<file path="src/rtl/lbps_pkg.sv">
// Shared types and constants for the LED blink pattern sequencer.
`default_nettype none
package lbps_pkg;

  localparam int MODE_W     = 3;
  localparam int IDX_W      = 6;
  localparam int DUR_W      = 24;
  localparam int ENTRY_W    = DUR_W + 1;
  localparam int WD_W       = 32;
  localparam int CFG_IDX_W  = 1;
  localparam int CFG_DATA_W = 32;

  typedef enum logic [MODE_W-1:0] {
    MODE_TICK    = 3'd0,
    MODE_LOAD    = 3'd1,
    MODE_START   = 3'd2,
    MODE_KICK    = 3'd3,
    MODE_RESTART = 3'd4,
    MODE_STOP    = 3'd5
  } mode_t;

  localparam logic [CFG_IDX_W-1:0] CFG_TERM_LEVEL = 1'd0;
  localparam logic [CFG_IDX_W-1:0] CFG_TIMEOUT    = 1'd1;

  typedef struct packed {
    logic             running;
    logic             pin;
    logic [IDX_W-1:0] position;
    logic             len_zero;
  } stat_t;

endpackage
`default_nettype wire

</file>
<file path="src/rtl/lbps_ram.sv">
// Generic simple dual-port RAM (separate write and read addresses) with registered read.
`default_nettype none
module lbps_ram #(
  parameter int WIDTH = 25,
  parameter int DEPTH = 64,
  localparam int AW = (DEPTH > 1) ? $clog2(DEPTH) : 1
) (
  input  wire logic                     clk,
  input  wire logic                     we,
  input  wire logic [AW-1:0]            waddr,
  input  wire logic [WIDTH-1:0]         wdata,
  input  wire logic [AW-1:0]            raddr,
  output logic      [WIDTH-1:0]         rdata
);
  logic [WIDTH-1:0] mem [DEPTH];

  always_ff @(posedge clk) begin
    if (we) begin
      mem[waddr] <= wdata;
    end
    rdata <= mem[raddr];
  end

endmodule
`default_nettype wire

</file>
<file path="src/rtl/lbps_seq.sv">
// Script playback state, script memory and per-beat update.
`default_nettype none
module lbps_seq #(
  parameter int SCRIPT_DEPTH = 64
) (
  input  wire logic                               clk,
  input  wire logic                               rst_n,
  input  wire logic                               item_fire,
  input  wire logic [lbps_pkg::MODE_W-1:0]        mode,
  input  wire logic [lbps_pkg::IDX_W-1:0]         entry_index,
  input  wire logic                               entry_flag,
  input  wire logic [lbps_pkg::DUR_W-1:0]         entry_duration,
  input  wire logic                               entry_last,
  input  wire logic                               cfg_we,
  input  wire logic [lbps_pkg::CFG_IDX_W-1:0]     cfg_idx,
  input  wire logic [lbps_pkg::CFG_DATA_W-1:0]    cfg_wdata,
  output lbps_pkg::stat_t                         stat
);
  import lbps_pkg::*;

  localparam int AW = (SCRIPT_DEPTH > 1) ? $clog2(SCRIPT_DEPTH) : 1;
  localparam int LW = $clog2(SCRIPT_DEPTH + 1);

  logic [LW-1:0]      len_r, len_nxt;
  logic [AW-1:0]      pos_r, pos_nxt;
  logic [DUR_W-1:0]   elapsed_r, elapsed_nxt;
  logic [WD_W-1:0]    wd_r, wd_nxt;
  logic               running_r, running_nxt;
  logic               term_r, term_nxt;
  logic [WD_W-1:0]    timeout_r, timeout_nxt;
  logic               byp_valid_r, byp_valid_nxt;
  logic [ENTRY_W-1:0] byp_data_r;

  logic [ENTRY_W-1:0] rdata;
  logic [ENTRY_W-1:0] cur_entry;
  logic [DUR_W-1:0]   limit;
  logic [DUR_W-1:0]   elapsed_inc;
  logic [WD_W-1:0]    wd_inc;
  logic [LW-1:0]      pos_plus;
  logic [AW-1:0]      pos_adv;
  logic               idx_ok;
  logic               mem_we;
  logic [AW-1:0]      wr_addr;
  logic [ENTRY_W-1:0] wr_data;

  lbps_ram #(
    .WIDTH (ENTRY_W),
    .DEPTH (SCRIPT_DEPTH)
  ) u_script (
    .clk   (clk),
    .we    (mem_we),
    .waddr (wr_addr),
    .wdata (wr_data),
    .raddr (pos_nxt),
    .rdata (rdata)
  );

  // read data always tracks the current position; a same-cycle load is forwarded
  assign cur_entry   = byp_valid_r ? byp_data_r : rdata;
  assign limit       = (cur_entry[DUR_W-1:0] == '0) ? DUR_W'(1) : cur_entry[DUR_W-1:0];
  assign elapsed_inc = elapsed_r + DUR_W'(1);
  assign wd_inc      = wd_r + WD_W'(1);
  assign pos_plus    = LW'(pos_r) + LW'(1);
  assign pos_adv     = (pos_plus == len_r) ? '0 : AW'(pos_plus);
  assign idx_ok      = int'(entry_index) < SCRIPT_DEPTH;
  assign wr_addr     = AW'(entry_index);
  assign wr_data     = {entry_flag, entry_duration};
  assign mem_we      = item_fire && (mode_t'(mode) == MODE_LOAD) && idx_ok;

  always_comb begin
    len_nxt     = len_r;
    pos_nxt     = pos_r;
    elapsed_nxt = elapsed_r;
    wd_nxt      = wd_r;
    running_nxt = running_r;
    if (item_fire) begin
      case (mode_t'(mode))
        MODE_TICK: begin
          if (running_r) begin
            if (elapsed_inc >= limit) begin
              elapsed_nxt = '0;
              if (len_r != '0) begin
                pos_nxt = pos_adv;
              end
            end else begin
              elapsed_nxt = elapsed_inc;
            end
            if (timeout_r != '0) begin
              wd_nxt = wd_inc;
              if (wd_inc >= timeout_r) begin
                running_nxt = 1'b0;
                len_nxt     = '0;
                pos_nxt     = '0;
                elapsed_nxt = '0;
                wd_nxt      = '0;
              end
            end
          end
        end
        MODE_LOAD: begin
          if (idx_ok && entry_last) begin
            len_nxt     = LW'(entry_index) + LW'(1);
            pos_nxt     = '0;
            elapsed_nxt = '0;
          end
        end
        MODE_START: begin
          if (!running_r && len_r != '0) begin
            running_nxt = 1'b1;
            elapsed_nxt = '0;
            wd_nxt      = '0;
          end
        end
        MODE_KICK: begin
          wd_nxt = '0;
        end
        MODE_RESTART: begin
          if (running_r) begin
            elapsed_nxt = '0;
          end
        end
        MODE_STOP: begin
          running_nxt = 1'b0;
          len_nxt     = '0;
          pos_nxt     = '0;
          elapsed_nxt = '0;
          wd_nxt      = '0;
        end
        default: begin
        end
      endcase
    end
  end

  always_comb begin
    term_nxt    = term_r;
    timeout_nxt = timeout_r;
    if (cfg_we) begin
      case (cfg_idx)
        CFG_TERM_LEVEL: term_nxt    = cfg_wdata[0];
        CFG_TIMEOUT:    timeout_nxt = cfg_wdata[WD_W-1:0];
        default: begin
        end
      endcase
    end
  end

  assign byp_valid_nxt = mem_we && (wr_addr == pos_nxt);

  always_ff @(posedge clk) begin
    if (!rst_n) begin
      len_r       <= '0;
      pos_r       <= '0;
      elapsed_r   <= '0;
      wd_r        <= '0;
      running_r   <= 1'b0;
      term_r      <= 1'b0;
      timeout_r   <= '0;
      byp_valid_r <= 1'b0;
    end else begin
      len_r       <= len_nxt;
      pos_r       <= pos_nxt;
      elapsed_r   <= elapsed_nxt;
      wd_r        <= wd_nxt;
      running_r   <= running_nxt;
      term_r      <= term_nxt;
      timeout_r   <= timeout_nxt;
      byp_valid_r <= byp_valid_nxt;
    end
    byp_data_r <= wr_data;
  end

  assign stat.running  = running_r;
  assign stat.pin      = running_r ? ~cur_entry[DUR_W] : term_r;
  assign stat.position = IDX_W'(pos_r);
  assign stat.len_zero = (len_r == '0);

endmodule
`default_nettype wire

</file>
<file path="src/rtl/led_blink_pattern_sequencer_top.sv">
// Top level of the LED blink pattern sequencer: handshakes and result stage.
// Throughput: one beat per cycle on the input, sustained with out_ready high.
// Flow: at the accepting edge pend_valid_r is set, and state and the script memory read
//   of the new position land; out_valid and the result register follow as pend_valid_r advances.
// Reset: synchronous active-low rst_n clears playback state and the valid flags; the result
//   data registers are not reset, and script memory contents are undefined until loaded.
`default_nettype none
module led_blink_pattern_sequencer_top #(
  parameter int SCRIPT_DEPTH = 64
) (
  input  wire logic                               clk,
  input  wire logic                               rst_n,
  input  wire logic                               in_valid,
  output logic                                    in_ready,
  input  wire logic [lbps_pkg::MODE_W-1:0]        in_mode,
  input  wire logic [lbps_pkg::IDX_W-1:0]         in_entry_index,
  input  wire logic                               in_entry_flag,
  input  wire logic [lbps_pkg::DUR_W-1:0]         in_entry_duration,
  input  wire logic                               in_entry_last,
  output logic                                    out_valid,
  input  wire logic                               out_ready,
  output logic                                    out_pin_level,
  output logic                                    out_playing,
  output logic      [lbps_pkg::IDX_W-1:0]         out_current_position,
  input  wire logic                               cfg_valid,
  output logic                                    cfg_ready,
  input  wire logic [lbps_pkg::CFG_IDX_W-1:0]     cfg_index,
  input  wire logic [lbps_pkg::CFG_DATA_W-1:0]    cfg_data
);
  import lbps_pkg::*;

  stat_t            stat;
  logic             in_fire;
  logic             pend_adv;
  logic             pend_valid_r, pend_valid_nxt;
  logic             out_valid_r, out_valid_nxt;
  logic             out_pin_r;
  logic             out_playing_r;
  logic [IDX_W-1:0] out_pos_r;

  assign cfg_ready = 1'b1;
  assign pend_adv  = !out_valid_r || out_ready;
  assign in_ready  = !pend_valid_r || pend_adv;
  assign in_fire   = in_valid && in_ready;

  lbps_seq #(
    .SCRIPT_DEPTH (SCRIPT_DEPTH)
  ) u_seq (
    .clk            (clk),
    .rst_n          (rst_n),
    .item_fire      (in_fire),
    .mode           (in_mode),
    .entry_index    (in_entry_index),
    .entry_flag     (in_entry_flag),
    .entry_duration (in_entry_duration),
    .entry_last     (in_entry_last),
    .cfg_we         (cfg_valid),
    .cfg_idx        (cfg_index),
    .cfg_wdata      (cfg_data),
    .stat           (stat)
  );

  always_comb begin
    pend_valid_nxt = pend_valid_r;
    if (in_fire) begin
      pend_valid_nxt = 1'b1;
    end else if (pend_adv) begin
      pend_valid_nxt = 1'b0;
    end
    out_valid_nxt = out_valid_r;
    if (pend_valid_r && pend_adv) begin
      out_valid_nxt = 1'b1;
    end else if (out_ready) begin
      out_valid_nxt = 1'b0;
    end
  end

  always_ff @(posedge clk) begin
    if (!rst_n) begin
      pend_valid_r <= 1'b0;
      out_valid_r  <= 1'b0;
    end else begin
      pend_valid_r <= pend_valid_nxt;
      out_valid_r  <= out_valid_nxt;
    end
    if (pend_valid_r && pend_adv) begin
      out_pin_r     <= stat.pin;
      out_playing_r <= stat.running;
      out_pos_r     <= stat.position;
    end
  end

  assign out_valid            = out_valid_r;
  assign out_pin_level        = out_pin_r;
  assign out_playing          = out_playing_r;
  assign out_current_position = out_pos_r;

  a_stopped_pos_zero: assert property (@(posedge clk) disable iff (!rst_n)
    !stat.running |-> (stat.position == '0))
    else $error("stopped with nonzero position");

  a_running_has_script: assert property (@(posedge clk) disable iff (!rst_n)
    stat.running |-> !stat.len_zero)
    else $error("running with empty script");

  a_accept_fills_pend: assert property (@(posedge clk) disable iff (!rst_n)
    in_fire |=> pend_valid_r)
    else $error("accepted beat lost before result stage");

  a_pend_stall_blocks: assert property (@(posedge clk) disable iff (!rst_n)
    (pend_valid_r && out_valid_r && !out_ready) |-> !in_ready)
    else $error("input accepted while result stage is blocked");

endmodule
`default_nettype wire
</file>
<file path="config.mk">
export PLATFORM = sky130hd
export DESIGN_NAME = led_blink_pattern_sequencer_top
export DESIGN_NICKNAME = d
export VERILOG_FILES = /design/src/rtl/lbps_pkg.sv /design/src/rtl/lbps_ram.sv /design/src/rtl/lbps_seq.sv /design/src/rtl/led_blink_pattern_sequencer_top.sv
export SDC_FILE = /design/constraint.sdc
export NUM_CORES = 2
export LEC_CHECK = 0
export BUFFER_PORTS_ARGS = -buffer_cell sky130_fd_sc_hd__buf_2
export CORE_MARGIN = 2
export CORE_UTILIZATION = 30
export CTS_BUF_LIST = sky130_fd_sc_hd__clkbuf_4
export DETAILED_ROUTE_END_ITERATION = 10
export PLACE_DENSITY = 0.45
export SLEW_MARGIN = 25
export SYNTH_ARGS = -nofsm -noshare
export SYNTH_HDL_FRONTEND = slang
export SYNTH_HIERARCHICAL = 1
export SYNTH_SLANG_ARGS = --single-unit
export TNS_END_PERCENT = 50
</file>
<file path="constraint.sdc">
create_clock -name clk -period 5.2 [get_ports clk]
set_clock_uncertainty 0.2 [all_clocks]
set_input_delay 0.52 -clock clk [delete_from_list [all_inputs] [get_ports clk]]
set_output_delay 0.52 -clock clk [all_outputs]
set_load 0.03 [all_outputs]
</file>
# [Word-level counts from Yosys, hierarchy flattened]
# Memory sizes are Yosys's and may differ from the RTL's. A register that Yosys moved wholly into a read port is not among the register bits.
# Cells that the tools add are included.
[classes] n_addsub=4 order_cmp=2 eq_ne=13 mux=41 bitwise_logic=2 reduce_logical=27
[ops] cell="$mux W24" n=8
[ops] cell="$mux W32" n=4
[ops] cell="$pmux W24 S5" n=1
[ops] cell="$pmux W32 S3" n=1
[ops] cell="$mux W6" n=8
[ops] cell="$add A32 B1 Y32 const B" n=1
[ops] cell="$ge A32 B32 Y1" n=1
[ops] cell="$reduce_bool A32 Y1" n=1
[ops] cell="$mux W7" n=4
[ops] cell="$mux W25" n=1
[ops] cell="$add A24 B1 Y24 const B" n=1
[ops] cell="$ge A24 B24 Y1" n=1
[ops] cell="$logic_not A24 Y1" n=1
[ops] cell="$pmux W7 S3" n=1
[ops] cell="$pmux W6 S3" n=1
[ops] cell="$add A6 B1 Y7 const B" n=2
[ops] cell="$reduce_and A6 Y1" n=2
[ops] cell="$mux W1" n=11
[ops] cell="$ne A2 B1 Y1 const B" n=5
[ops] cell="$reduce_bool A3 Y1" n=3
[ops] cell="$eq A7 B7 Y1" n=1
[ops] cell="$reduce_bool A7 Y1" n=1
[ops] cell="$eq A3 B2 Y1 const B" n=2
[ops] cell="$eq A3 B3 Y1 const B" n=2
[ops] cell="15 further kinds" n=25
[totals] regBits=139 ramBits=1600 inputBits=73 out_inout_bits=11 n_memories=1
[mem_list] name="u_seq.u_script.mem" words=64 word_bits=25 rd=1 rd_clocked_by_memory_dff=1 write_ports=1 line="lbps_ram.sv:15" text="logic [WIDTH-1:0] mem [DEPTH];"

# [Logic depth before layout (Yosys ltp)]
[depth] word_depth=12 mapped_depth=29 ltp_nobuf=22

# [Modules after synthesis]
# The synthesis kept the hierarchy.
[by_module_without_submodules] mod="lbps_ram" instances=1 cells_each=2850 area_per_inst_um2=62497.4
[by_module_without_submodules] mod="lbps_seq" instances=1 cells_each=960 area_per_inst_um2=7950.1
[by_module_without_submodules] mod="led_blink_pattern_sequencer_top" instances=1 cells_each=19 area_per_inst_um2=355.3

# [Least setup slack after synthesis]
# No wires, ideal clock.
[synth_path] path_kind="register to register" from="register u_seq.byp_valid_r" to="register u_seq.u_script.rdata[18] (read register of u_seq.u_script.mem)" arrival_time_ps=5469 required_time_ps=4884 slack_ps=-585 path_stages_with_launch=22 period_less_slack_ps=5785 cell_sequence="dfxtp_1 -> clkbuf_1 -> clkbuf_1 -> mux2i_1 -> nand4_1 -> or4_1 -> o31ai_1 -> ha_1 -> nand2b_1 -> a2111o_1 -> a311oi_1 -> o211ai_1 -> and2_1 -> o21ai_1 -> mux2_2 -> buf_6 -> buf_12 -> buf_2 -> mux4_2 -> o22ai_1 -> nor3_1 -> a31o_1"
[synth_via] elab_chain_cells=10
[synth_lines] item="start: declaration" line="lbps_seq.sv:31" text="logic byp_valid_r, byp_valid_nxt;"
[synth_lines] item="start signal: assignment" line="lbps_seq.sv:168" text="byp_valid_r <= byp_valid_nxt;"
[synth_lines] item="$mux W25 *" line="lbps_seq.sv:59" text="assign cur_entry = byp_valid_r ? byp_data_r : rdata;"
[synth_lines] item="$logic_not A24 Y1" line="lbps_seq.sv:60" text="assign limit = (cur_entry[DUR_W-1:0] == '0) ? DUR_W'(1) : cur_entry[DUR_W-1:0];"
[synth_lines] item="$mux W24 *" line="lbps_seq.sv:60"
[synth_lines] item="$ge A24 B24 Y1 *" line="lbps_seq.sv:80" text="if (elapsed_inc >= limit) begin"
[synth_lines] item="$mux W6 *" line="lbps_seq.sv:80"
[synth_lines] item="$mux W6" line="lbps_seq.sv:90" text="if (wd_inc >= timeout_r) begin"
[synth_lines] item="$mux W6 *" line="lbps_seq.sv:88" text="if (timeout_r != '0) begin"
[synth_lines] item="$mux W6 *" line="lbps_seq.sv:79" text="if (running_r) begin"
[synth_lines] item="$pmux W6 S3 *" line="lbps_seq.sv:77" text="case (mode_t'(mode))"
[synth_lines] item="$mux W6 *" line="lbps_seq.sv:76" text="if (item_fire) begin"
[synth_lines] item="via u_seq.pos_nxt[0]" line="lbps_seq.sv:25" text="logic [AW-1:0] pos_r, pos_nxt;"
[synth_lines] item="end: declaration" line="lbps_ram.sv:13" text="output logic [WIDTH-1:0] rdata"
# The timed path passes the listed nets; every way through them passes the cells marked *.
# A chain may end at the register's enable or synchronous reset.

# [Worst setup path in the final report]
[layout_path] from="register u_seq.byp_valid_r" to="register u_seq.u_script.rdata[8] (read register of u_seq.u_script.mem)"
# Same word-level chain as after synthesis.

==> flow_summary.yaml <==
floorplanning:
  initial_core_util_pct: 30.1
  die_area_um2: 240000
  core_region_area_um2: 235000
  ios: 84
  placement_rows: 178
  dieHeight_um: 490
  dieWidth_um: 490
worst_setup_path:
  path_delay_family: "compound AO/OA/AOI/OAI gates"
  critical-path-slowest-cell: "sky130_fd_sc_hd__or4_4"
  critical_path.max_stage_delay_ns: 0.57
  worstRegToRegCells: 26
  cp.buffers_inverters: 9
  critPathMaxFanout: 8
  timing.critical_path.to_type: "flip-flop"
  worst_ep_arrival_time_ns: 6.92
  critical_path.reg2reg.endpoint: "u_seq/u_script/rdata[8]"
  ff2ff_setup_slack_ns: -0.72
  timing_worst_setup_path_type: "reg2reg"
  crit_required_ns: 6.20
  setup.worst_path.start_class: "flip-flop"
  critical-path-top-cell-by-count: "sky130_fd_sc_hd__buf_12"
  critical_path.reg2reg.startpoint: "u_seq/byp_valid_r"
global_routing:
  grtUsageTotal_pct: 18.4
  initial_antenna_violation_count: 14
  vias_in_the_first_global_route: 43100
  grt_first_pass_wirelength_um: 315000
  overflow: 0
  grt_start_max_net_pins: 66
sta:
  timing_hold_violations_final: 0
  timing_max_transition_violations_final: 0
  timing.final.crit_share_pct: 114
  slew_headroom_pct: 28.4
  fmax_mhz: 169
  worst-slew-pin-transition_ns: 1.07
  layout_setup_ws_ns: -0.717
  unrepaired_setup_endpoints_after_global_routing: "yes"
  setup_viol: 25
  fin_crit_ns: 5.92
power_and_ir_drop:
  worst_ir_drop_vdd_v: 0.000239
  power_leakage_nw: 30.4
  p_sw_share_pct: 21.9
  combPwrFrac_pct: 2.4
  switching_power_w: 0.00614
  pwr-share-seq_pct: 55.2
  post_layout_total_power_w: 0.0281
  power_per_cell_area_nw_per_um2: 308
  pwr-share-clk_pct: 42.4
  p_int_w: 0.0219
clocking:
  clock_insertion_delay_worst_skew_ns: 1.36
  htree_num_levels: 5
  clkSlewWorstSetupHoldPaths_ns: 0.06
  root_buffer: "sky130_fd_sc_hd__clkbuf_4"
  cts_max_path_buffers: 4
  tritoncts: "yes"
  numCtsBuffers: 471
  clock_sinks: 1764
detailed_routing:
  drt-pass1-iter-count: 7
  via_count: 42200
  wl_per_cell_um: 26.0
  drt-total-wl_um: 224000
  drt_first_iter_violations: 3341
  route.detailed.vias_per_inst: 4.89
  drtAntennaViolNets: 0
  drcViolationCount: 0
synth:
  synth-seq-area-share_pct: 72.6
  gate_count_post_synth: 3829
  yosysUniqueCellTypes: 81
  synth.ff_latch_count: 1764
  synthDominantAreaCellType: "sky130_fd_sc_hd__edfxtp_1"
  syn_avg_cell_area_um2: 18.5
  synth_fp_nets: 3962
  synth-async-reset-ratio_pct: 0
  synth_edf_count: 1608
  synth_largest_type_area_fraction_pct: 68.2
  synth_area_leaders: "sky130_fd_sc_hd__edfxtp_1 (68%), sky130_fd_sc_hd__mux4_2 (9.6%), sky130_fd_sc_hd__dfxtp_1 (4.4%)"
  ys_flop_type: "sky130_fd_sc_hd__edfxtp_1"
  netlist_area_um2: 70800
  ys.warnings.count: 6
run_status:
  status: "finished, violations left"
  failed_checks: "negative setup slack"
finish:
  area_growth_syn_to_layout_pct: 29.0
  final_core_util_pct: 38.9
  final_area_um2: 91300
  final_cell_mix: "sky130_fd_sc_hd__edfxtp_1 (1608), sky130_fd_sc_hd__clkbuf_4 (706), sky130_fd_sc_hd__buf_4 (577)"
  final-seq-area_um2: 51400
  finalNetCount: 5270
  area_used_by_multi_input_combinational_logic_um2: 19700
  final-instance-count-excl-fill: 8633
  nFillCells: 21900
  mostFrequentLayoutCell: "sky130_fd_sc_hd__edfxtp_1"
  post_route_cells_drive_above_1_share_pct: 42.7
hold_path:
  min_delay_worst_endpoint: "u_seq/byp_data_r[13]"
  worstHoldPathType: "in2reg"
  min-delay-start: "in_entry_duration[13]"
  worstHoldPathCells: 2
placed_design:
  post-place-cells: 7462
  dpl_worst_slack_ns: -1.44
  dp_hpwl_um: 132000
  placement.cell_area_um2: 79500
  place_congestion: 0.804
  place.port_buffers: 82
flow_run:
  cap_violations: 0
==> area by class of cell <==
| class | instances | share of cell area, % |
|---|---|---|
| Antenna cell | 22 | 0.0603 |
| Clock inverter | 92 | 0.491 |
| Inverter | 45 | 0.185 |
| Clock buffer | 705 | 5.80 |
| Sequential cell | 1764 | 56.3 |
| Multi-Input combinational cell | 1807 | 21.6 |
| Tap cell | 3150 | 4.32 |
| Timing Repair Buffer | 1048 | 11.2 |
==> power by group through the flow <==
stage | Sequential [W] | Clock (W) | Combinational, W
floorplan | 0.0158 | 0 | 0.000136
global placement | 0.0158 | 0 | 0.000542
detailed placement | 0.0158 | 0 | 0.000552
CTS | 0.0155 | 0.0123 | 0.000671
global route | 0.0155 | 0.0130 | 0.000718
finish | 0.0155 | 0.0119 | 0.000661
==> worst max-delay path by stage <==
stage	startpoint	to	depth (start not counted)	slack [ns]
after detailed placement	u_seq/byp_valid_r	u_seq/u_script/rdata[0]	22	-1.44
after global routing	u_seq/wd_r[0]	u_seq/u_script/rdata[10]	27	-0.88
after CTS	u_seq/wd_r[1]	u_seq/u_script/rdata[13]	25	-0.79
final	u_seq/byp_valid_r	u_seq/u_script/rdata[8]	26	-0.72
after global placement	u_seq/wd_r[1]	u_seq/u_script/rdata[0]	24	-1.48
after floorplan	u_seq/wd_r[6]	u_seq/u_script/rdata[23]	27	-0.06
==> logic make-up (layout without fill, tap and decap cells) <==
| group | Yosys count | after routing | share of synthesized area [%] |
|---|---|---|---|
| flops | 1764 | 1764 | 72.6 |
| mux | 597 | 599 | 14.2 |
| simple gates | 578 | 578 | 4.27 |
| compound gates | 504 | 504 | 4.86 |
| buf+inv | 260 | 1890 | 2.19 |
| xor+xnor | 65 | 65 | 0.815 |
| fa+ha+maj | 60 | 60 | 1.06 |
| other cells | 1 | 23 | 0.00530 |
==> flip-flops by register name, summed over array words and instances (netlist names) <==
signal                cells
u_seq/u_script/mem     1600
u_seq/timeout_r          32
u_seq/wd_r               32
u_seq/byp_data_r         25
u_seq/u_script/rdata     25
u_seq/elapsed_r          24
u_seq/len_r               7
out_current_position      6
u_seq/pos_r               6
out_pin_level             1
out_playing               1
out_valid                 1
pend_valid_r              1
u_seq/byp_valid_r         1
u_seq/running_r           1
u_seq/term_r              1
==> cells in the mapped netlist, types with 18 or more instances <==
cell type,instances
sky130_fd_sc_hd__edfxtp_1,1608
sky130_fd_sc_hd__mux4_2,302
sky130_fd_sc_hd__mux2i_1,159
sky130_fd_sc_hd__dfxtp_1,156
sky130_fd_sc_hd__nand2_1,132
sky130_fd_sc_hd__mux2_2,128
sky130_fd_sc_hd__nor2_1,122
sky130_fd_sc_hd__o22ai_1,98
sky130_fd_sc_hd__clkbuf_1,86
sky130_fd_sc_hd__nor2b_1,77
sky130_fd_sc_hd__o21ai_0,73
sky130_fd_sc_hd__a21oi_1,69
sky130_fd_sc_hd__ha_1,60
sky130_fd_sc_hd__a22oi_1,58
sky130_fd_sc_hd__buf_2,53
sky130_fd_sc_hd__inv_1,45
sky130_fd_sc_hd__nor3_1,45
sky130_fd_sc_hd__a21boi_0,42
sky130_fd_sc_hd__nand3_1,37
sky130_fd_sc_hd__xnor2_1,35
sky130_fd_sc_hd__buf_6,30
sky130_fd_sc_hd__nand4_1,30
sky130_fd_sc_hd__xor2_1,29
sky130_fd_sc_hd__a21o_1,27
sky130_fd_sc_hd__o211ai_1,25
sky130_fd_sc_hd__buf_4,21
sky130_fd_sc_hd__a211oi_1,19
sky130_fd_sc_hd__a22o_1,19
sky130_fd_sc_hd__and3_1,18
sky130_fd_sc_hd__o311ai_1,18
==> worst register-to-register path, cell delays in order, from the launching register on <==
cell and delay (ns):
sky130_fd_sc_hd__dfxtp_2 0.34, sky130_fd_sc_hd__buf_12 0.12, sky130_fd_sc_hd__buf_12 0.11, sky130_fd_sc_hd__buf_6 0.10, sky130_fd_sc_hd__mux2i_4 0.25, sky130_fd_sc_hd__nand4_1 0.11
sky130_fd_sc_hd__or4_4 0.57, sky130_fd_sc_hd__o31ai_4 0.18, sky130_fd_sc_hd__ha_1 0.26, sky130_fd_sc_hd__nand2b_4 0.14, sky130_fd_sc_hd__a2111o_1 0.37, sky130_fd_sc_hd__a311oi_2 0.22
sky130_fd_sc_hd__o211ai_1 0.11, sky130_fd_sc_hd__buf_4 0.18, sky130_fd_sc_hd__nand2_4 0.08, sky130_fd_sc_hd__buf_6 0.11, sky130_fd_sc_hd__nor3_4 0.04, sky130_fd_sc_hd__buf_6 0.15
sky130_fd_sc_hd__mux2_8 0.38, sky130_fd_sc_hd__buf_12 0.23, sky130_fd_sc_hd__buf_4 0.15, sky130_fd_sc_hd__buf_12 0.14, sky130_fd_sc_hd__mux4_2 0.37, sky130_fd_sc_hd__mux2i_4 0.08
sky130_fd_sc_hd__a22oi_2 0.48, sky130_fd_sc_hd__o311ai_4 0.22, sky130_fd_sc_hd__a21oi_1 0.15
==> layer usage <==
| layer | vias up | share of wire, % | track usage, % |
|---|---|---|---|
| met3 | 378 | 5.3 | 3.05 |
| li1 | 18500 | - | - |
| met4 | 2 | 2.8 | 5.73 |
| met1 | 22100 | 44 | 25.2 |
| met5 | - | 0.0049 | 0 |
| met2 | 1286 | 47 | 29.9 |
==> what timing repair did <==
action,CTS,global route
resized for setup,255,172
setup buffers,86,62
cloned,20,11
endpoints found under the hold margin,2174,0
endpoints found under the setup margin,25,26
hold buffers,202,0
pin swaps,60,51
==> metrics by stage <==
stage          hold WS (ns)  TNS, ns
6_report              0.124   -15.52
3_3_place_gp          0.280   -23.84
3_5_place_dp          0.284   -24.20
5_1_grt              0.0488   -20.35
2_1_floorplan         0.203    -1.03
4_1_cts             0.00456   -17.04
(Power assumes the default switching activity.)
